**src/hw/rtl/pfba_pkg.sv**
```systemverilog
// pfba_pkg: shared types and constants of the page frame bitmap allocator
`timescale 1ns / 1ps

package pfba_pkg;

	localparam int unsigned FRAME_W        = 12;
	localparam int unsigned CFG_W          = 13;
	localparam int unsigned BYTE_IDX_W     = 9;
	localparam int unsigned BIT_IDX_W      = 3;
	localparam int unsigned BITS_PER_BYTE  = 8;
	localparam int unsigned MAX_FRAMES     = 4096;
	localparam int unsigned DEFAULT_FRAMES = 4096;
	localparam logic [CFG_W-1:0] CFG_RESET = 13'd4096;
	localparam logic [BITS_PER_BYTE-1:0] TOP_BIT = 8'h80;

	typedef enum logic [1:0] {
		MODE_ALLOC   = 2'd0,
		MODE_FREE    = 2'd1,
		MODE_RESERVE = 2'd2,
		MODE_NOP     = 2'd3
	} mode_t;

	localparam logic [1:0] STATUS_OK       = 2'd0;
	localparam logic [1:0] STATUS_WAS_FREE = 2'd1;
	localparam logic [1:0] STATUS_FULL     = 2'd2;

	// outcome of the first-free search over one bitmap byte
	typedef struct packed {
		logic                 found;
		logic [BIT_IDX_W-1:0] idx;
	} pick_t;

endpackage

```
**src/hw/rtl/pfba_bit_pick.sv**
```systemverilog
// pfba_bit_pick: first free frame within one bitmap byte, honoring a partial last byte
`timescale 1ns / 1ps

module pfba_bit_pick (
	input  logic [pfba_pkg::BITS_PER_BYTE-1:0] byte_bits,
	input  logic                               last_byte,
	input  logic [pfba_pkg::BIT_IDX_W-1:0]     rem,
	output pfba_pkg::pick_t                    pick
);
	import pfba_pkg::*;

	logic [BITS_PER_BYTE-1:0] allowed;
	logic [BITS_PER_BYTE-1:0] free_bits;

	// frame i of the byte sits at bit 7-i
	always_comb begin
		for (int i = 0; i < BITS_PER_BYTE; i++) begin
			allowed[BITS_PER_BYTE-1-i] = !(last_byte && (rem != '0) &&
				(BIT_IDX_W'(i) >= rem));
		end
		free_bits = ~byte_bits & allowed;
	end

	// lowest frame wins, so walk downward and let it overwrite
	always_comb begin
		pick = '0;
		for (int i = BITS_PER_BYTE - 1; i >= 0; i--) begin
			if (free_bits[BITS_PER_BYTE-1-i]) begin
				pick.found = 1'b1;
				pick.idx   = BIT_IDX_W'(i);
			end
		end
	end

endmodule

```
**config.mk**
```make
export PLATFORM = sky130hd
export DESIGN_NAME = pfba_bit_pick
export DESIGN_NICKNAME = d
export VERILOG_FILES = /design/src/hw/rtl/pfba_pkg.sv /design/src/hw/rtl/pfba_bit_pick.sv
export SDC_FILE = /design/constraint.sdc
export NUM_CORES = 1
export LEC_CHECK = 0
export ABC_CLOCK_PERIOD_IN_PS = 1300
export BUFFER_PORTS_ARGS = -buffer_cell sky130_fd_sc_hd__buf_2
export CORE_AREA = 2 2 39 41
export DETAILED_ROUTE_END_ITERATION = 8
export DIE_AREA = 0 0 41 43
export PLACE_DENSITY_LB_ADDON = 0.1
export SYNTH_ARGS = -nofsm -noshare
export SYNTH_HDL_FRONTEND = slang
export SYNTH_SLANG_ARGS = --single-unit
```
**constraint.sdc**
```tcl
create_clock -name vclk -period 1.3
set_clock_uncertainty 0.15 [all_clocks]
set_input_delay 0 -clock vclk [all_inputs]
set_output_delay 0 -clock vclk [all_outputs]
set_load 0.005 [all_outputs]
```
== After elaboration in Yosys (flattened, before gate mapping) ==
Cells that the tools add are included.

* Bits in registers: 0
* Input bits: 12
* Output and inout port bits: 4

* Bitwise gates (word level): 2
* Magnitude comparators: 8
* Reductions and logical operators: 18
* Multiplexer cells: 8

{| class="wikitable"
|+ Operators with widths
! kind !! count
|-
| $mux 4 || 8
|-
| $ge 3x3->1 const A || 4
|-
| $logic_and 1x1->1 || 9
|-
| $and 8x8->8 || 1
|-
| $logic_not 1->1 || 8
|-
| $not 8->8 || 1
|-
| $ge 1x3->1 const A || 2
|-
| $ge 2x3->1 const A || 2
|-
| $reduce_bool 3->1 || 1
|}

== Longest topological paths before layout ==
Gate-level depths: netlist of the first run.

* Depth after elaboration: 13
* Depth in mapped cells: 5
* Gate-level depth less buffers: 4

== Least setup slack after synthesis of the first run ==
No wires, ideal clock.

* Kind: input to output
* Start point: input rem[1] (netlist name)
* End point: output pick[2] (netlist name)
* Data required time: 1.150 ns
* Setup slack: 0.089 ns
* Arrival: 1.061 ns
* Stages: 5
* Path through: buf_4 or3_4 a41o_1 nor2b_4 nor3b_2

{| class="wikitable"
|+ RTL lines
! item !! line !! text
|-
| from (decl) || pfba_bit_pick.sv:7 || <nowiki>input logic [pfba_pkg::BIT_IDX_W-1:0] rem,</nowiki>
|-
| to (decl) || pfba_bit_pick.sv:8 || <nowiki>output pfba_pkg::pick_t pick</nowiki>
|}

==> summary.txt, run 1 <==
Logic synthesis
  – Post-synthesis sequential area ratio: 0%
  – Cell count after synthesis: 35
  – Top-count cell post-synth: nand2_1
  – Synth Warn #: 0
  – Syn_nets: 47
  – Commonest cells post-synth: nand2_1, o21ai_0, a21oi_1, nand3b_1, o211ai_1
  – Avg Cell Area, Syn: 7.29 um^2
  – Count of cell types in the netlist: 26
  – Synth top area cells: nand2_1, o21ai_0, nand3b_1
  – Synth top area share: 7.35%
  – Post-synthesis cell area: 255 um^2
  – Synth area leader: nand2_1

Pwr
  – LEAKAGE: 0.000187 uW
  – Seq pwr share: 0%
  – Comb pwr share: 100.0%
  – Power per cell area: 312 nW/um^2
  – Int Power: 70.1 uW
  – Sw Ratio: 47.0%
  – P_sw: 62.1 uW
  – Clock network fraction of total power: 0%
  – Max rail drop VDD: 103 uV

Route
  – DR vias/cell: 4.80
  – Number of routed nets with antenna violations: 0
  – Pre-antenna DRT Iters: 4
  – DRC Markers: 0
  – WL per Instance: 11.4 um
  – Total Wirelength: 795 um
  – Vias: 336
  – Detailed Route Iter0 Violations: 2

Timing
  – Fmax achieved: 799 MHz
  – Setup total negative slack: 0 ns
  – Final hold vios: 0
  – Final min period: 1.25 ns
  – Final slew viol count: 0
  – Final Cycle Share: 96.2%
  – Relative slew slack: 75.1%
  – Slew @ Worst Pin: 0.370 ns
  – Setup violations, final: 0

Floorplanning
  – Initial Utilization: 18.4%
  – Core area: 1380 um^2
  – Die area: 1760 um^2
  – I/O pins: 16
  – FP Rows: 14
  – Die width: 41 um
  – Die height: 43 um

Global routing
  – First-pass GRT wire length: 1210 um
  – Largest net degree at the start of global routing: 10
  – Vias in the first global route: 261
  – Initial antenna violation count: 0
  – GR Overflow Total: 0
  – Gr usage total: 9.09%

Cells and area
  – Layout cells sized above 1: 59.3%
  – Core Util, Final: 30.6%
  – Fillcell total: 160
  – Area growth syn-to-layout: 65.7%
  – Seq_cells: 0
  – Antenna Cells: 0
  – Register area: 0 um^2
  – CLK BUF: 0
  – Nets@finish: 68

Critical path
  – Crit path cell chain: buf_6 > or3_4 > a31o_2 > a31oi_4 > nor3b_2 > buf_2
  – Data required time at the worst endpoint: 1.15 ns
  – CP Class: in2out
  – Data arrival, critical path: 1.10 ns
  – Buffers & Inverters on Critical Path: 2
  – Worst setup EP type: primary output
  – Critical path's slowest cell: or3_4
  – Setup crit start: rem[0]
  – CP max stage delay: 0.38 ns
  – Critical Path Source Type: primary input
  – Crit-path max FO: 3
  – Crit-path leading delay family: compound AO/OA/AOI/OAI gates

Min path
  – Worst hold stages: 3
  – Hold Crit Start: byte_bits[7]
  – Worst Hold End: pick[3]
  – Hold Crit Class: in2out

Placed design
  – IO buf count: 16
  – GP Congestion: 0.619
  – Post-DP HPWL: 629 um

Status
  – Outcome: finished clean

Run
  – Max Cap Viol: 0

Clock network
  – # hold bufs at CTS: 0
[metal layers]
layer,wire (um),track usage [%],up-vias
li1,-,-,174
met5,0,0,-
met2,363,12.5,11
met4,0,0,0
met1,383,16.1,151
met3,47,0,0
[per-stage QoR]
step / total power (uW) / hold slack, ns / area, um^2 / std cells / setup slack [ns]
floorplan: 64.6 / -0.0682 / 255 / 35 / 0.0889
global placement: 114 / 0.158 / 374 / 70 / -0.0320
detailed placement: 112 / 0.156 / 374 / 70 / -0.0340
CTS: 116 / 0.156 / 380 / 70 / 0.0123
global route: 147 / 0.181 / 423 / 70 / -0.0286
finish: 132 / 0.151 / 423 / 70 / 0.0489
[cell usage in the layout (no fill, tap or decap)]
cell       instances
and2_1             1
a31oi_4            1
a21oi_1            2
and3b_2            1
mux2_2             1
o31ai_2            1
or2b_1             1
o21ai_0            3
a22oi_2            1
nand3b_1           2
o2111ai_1          1
o2bb2ai_2          1
nor2b_4            1
nand2_1            5
or3_4              1
xor2_1             1
buf_2             14
buf_4              5
o211ai_1           2
a41o_1             1
inv_1              1
nor3b_2            2
nor2b_1            1
buf_6              2
a31o_2             1
nand2b_1           1
[cell type report]
| type | count | area, um^2 | area share, % |
|---|---|---|---|
| inverter | 1 | 3.75 | 0.888 |
| multi-input combinational | 32 | 269 | 63.6 |
| tap | 16 | 20.0 | 4.73 |
| timing repair buffer | 21 | 130 | 30.8 |
[power groups by stage]
stage               clock network (uW)  logic, uW  registers [uW]
floorplan                            0       64.6               0
global placement                     0        114               0
detailed placement                   0        112               0
CTS                                  0        116               0
global route                         0        147               0
finish                               0        132               0
[worst max path at each step]
stage | endpoint | slack (ns) | cells past startpoint
2_1_floorplan | pick[2] | 0.09 | 5
3_3_place_gp | pick[2] | -0.03 | 6
3_5_place_dp | pick[2] | -0.03 | 6
4_1_cts | pick[0] | 0.01 | 6
5_1_grt | pick[0] | -0.03 | 7
6_report | pick[0] | 0.05 | 6
[worst min-delay path: cells and delay by family]
family | cells | cell delay [ns]
AO/OA/AOI/OAI | 1 | 0.08
buffers and inverters | 2 | 0.22
[what timing repair did]
action / 4_1_cts / 5_1_grt
endpoints found under the setup margin: 1 / 3
setup buffers: 0 / 0
hold endpoints to repair: 0 / 0
pin swaps: 1 / 2
gates resized for setup: 1 / 7
gates cloned: 0 / 0
[kinds of logic after synthesis]
logic type / count (synthesis) / share of synthesized area (%)
buffers and inverters: 3 / 8.82
XOR/XNOR: 1 / 3.43
AND/OR/NAND/NOR: 16 / 45.1
AO/OA/AOI/OAI: 14 / 38.2
multiplexers: 1 / 4.41
(Power assumes the default switching activity.)
==> inputs of run 2 (changes only) <==
CELL_PAD_IN_SITES_DETAIL_PLACEMENT = 1   (was not set)
CELL_PAD_IN_SITES_GLOBAL_PLACEMENT = 1   (was not set)
==> run 2 against run 1 <==
Net effect: clock-buffer cell count is the same; die area is the same; non-clock buffer count shrank 1; largest power group unchanged.
==> summary.txt, run 2 (synthesis gave the netlist of run 1 again) <==
Min path
  – Hold Crit Class: in2out

Floorplanning
  – Initial Utilization: 18.4% (unchanged)
  – I/O pins: 16 (unchanged)
  – Die width: 41 um (unchanged)
  – FP Rows: 14 (unchanged)
  – Die area: 1760 um^2 (unchanged)
  – Die height: 43 um (unchanged)
  – Core area: 1380 um^2 (unchanged)

Route
  – Wire length on met3: 40 um (-15%)
  – DR vias/cell: 5.04 (+5.1%)
  – Vias: 348 (+3.6%)
  – M1 wire length: 354 um (-7.6%)
  – Highest Signal Layer: met3
  – WL per Instance: 12.5 um (+10%)
  – Met2 wire len: 470 um (+29%)
  – Pre-antenna DRT Iters: 2 (-2)
  – Number of routed nets with antenna violations: 0 (unchanged)
  – DRC Markers: 0 (unchanged)
  – Total Wirelength: 865 um (+8.8%)
  – Detailed Route Iter0 Violations: 1 (-1)

Timing
  – Final Cycle Share: 96.7% (+0.46 points)
  – Fmax achieved: 795 MHz (-0.48%)
  – Final slew viol count: 0 (unchanged)
  – Final min period: 1.26 ns (+0.00599 ns)
  – Slew @ Worst Pin: 0.352 ns (-0.0184 ns)
  – Final hold vios: 0 (unchanged)
  – RSZ-0062 raised after global routing: yes
  – Setup violations, final: 0 (unchanged)
  – Relative slew slack: 76.3% (+1.2 points)

Placed design
  – Placed Area: 367 um^2 (-2.0%)
  – IO buf count: 16 (unchanged)
  – GP Congestion: 0.674 (+9.0%)
  – Inst Count DP: 69 (-1.4%)
  – Post-DP HPWL: 759 um (+21%)

Cells and area
  – Seq_cells: 0 (unchanged)
  – Nets@finish: 67 (-1.5%)
  – Final std cells w/o fill: 69 (-1.4%)
  – Area growth syn-to-layout: 63.2%
  – Antenna Cells: 0 (unchanged)
  – Most frequent cells in the layout: buf_2, nand2_1, o21ai_0, buf_6, buf_4
  – Commonest non-fill, non-tap cell in the layout: buf_2
  – Design area: 417 um^2 (-1.5%)
  – Register area: 0 um^2 (unchanged)
  – Fillcell total: 185 (+16%)
  – Layout cells sized above 1: 58.5% (-0.77 points)
  – CLK BUF: 0 (unchanged)

Pwr
  – Power per cell area: 317 nW/um^2 (+1.3%)
  – LEAKAGE: 0.000183 uW (-2.2%)
  – Max rail drop VDD: 97.4 uV (-5.6%)

Global routing
  – First-pass GRT wire length: 1390 um (+15%)
  – Vias in the first global route: 351 (+34%)
  – GR Overflow Total: 0 (unchanged)
  – Initial antenna violation count: 0 (unchanged)
  – Gr usage total: 10.7% (+1.6 points)
  – Largest net degree at the start of global routing: 10 (unchanged)

Critical path
  – Crit-path leading delay family: simple AND/OR/NAND/NOR gates
  – CP Class: in2out
  – Critical Path Source Type: primary input
  – Crit path cell chain: buf_6 > or3_4 > a41o_1 > nor2b_4 > nor3b_2 > buf_2
  – Worst setup EP type: primary output
  – Data required time at the worst endpoint: 1.15 ns (about the same)
  – CP max stage delay: 0.39 ns (about the same)
  – Data arrival, critical path: 1.11 ns (about the same)
  – Crit-path max FO: 3 (unchanged)
  – Buffers & Inverters on Critical Path: 2 (unchanged)
  – Critical path's slowest cell: or3_4

Clock network
  – Setup bufs post-CTS: 0 (unchanged)

Status
  – Outcome: finished clean

Run
  – Max Cap Viol: 0 (unchanged)
run 2: what timing repair did:
| action | CTS | global route |
|---|---|---|
| resized for setup | 0 | 10 |
| hold buffers | 0 | 0 |
| pin swaps | 1 | 3 |
| setup endpoints to repair | 1 | 3 |
run 2: worst paths after layout:
kind,startpoint,to,slack [ns],cells after the start
max,rem[0],pick[2],0.04,6
min,byte_bits[7],pick[3],0.15,3
run 2: per-stage QoR:
stage | hold slack [ns] | setup TNS (ns) | util [%] | setup WS (ns) | power (uW)
after floorplan | -0.0682 | 0 | - | 0.0889 | 64.6
after global placement | 0.144 | -0.0243 | 26.5 | -0.0243 | 108
after detailed placement | 0.152 | -0.0407 | 26.5 | -0.0407 | 113
after CTS | 0.154 | 0 | 26.5 | 0.00909 | 114
after global routing | 0.170 | -0.0553 | 30.1 | -0.0339 | 144
final | 0.148 | 0 | 30.1 | 0.0429 | 132
run 2: routing by layer:
metal | GRT usage [%] | vias to the layer above
met5 | 0 | -
met4 | 0 | 0
met3 | 0.524 | 0
met2 | 20.0 | 11
met1 | 13.3 | 166
li1 | - | 171
run 2: power breakdown:
part / internal [uW] / total [uW] / switching, uW
clock: 0 / 0 / 0
sequential: 0 / 0 / 0
combinational: 68.9 / 132 / 63.0
run 2: area by class of cell:
cell class / instances / area [um^2] / area share (%)
repair buffers: 20 / 126 / 30.3
well taps: 16 / 20.0 / 4.80
multi-input cells: 32 / 267 / 64.0
inverters: 1 / 3.75 / 0.901
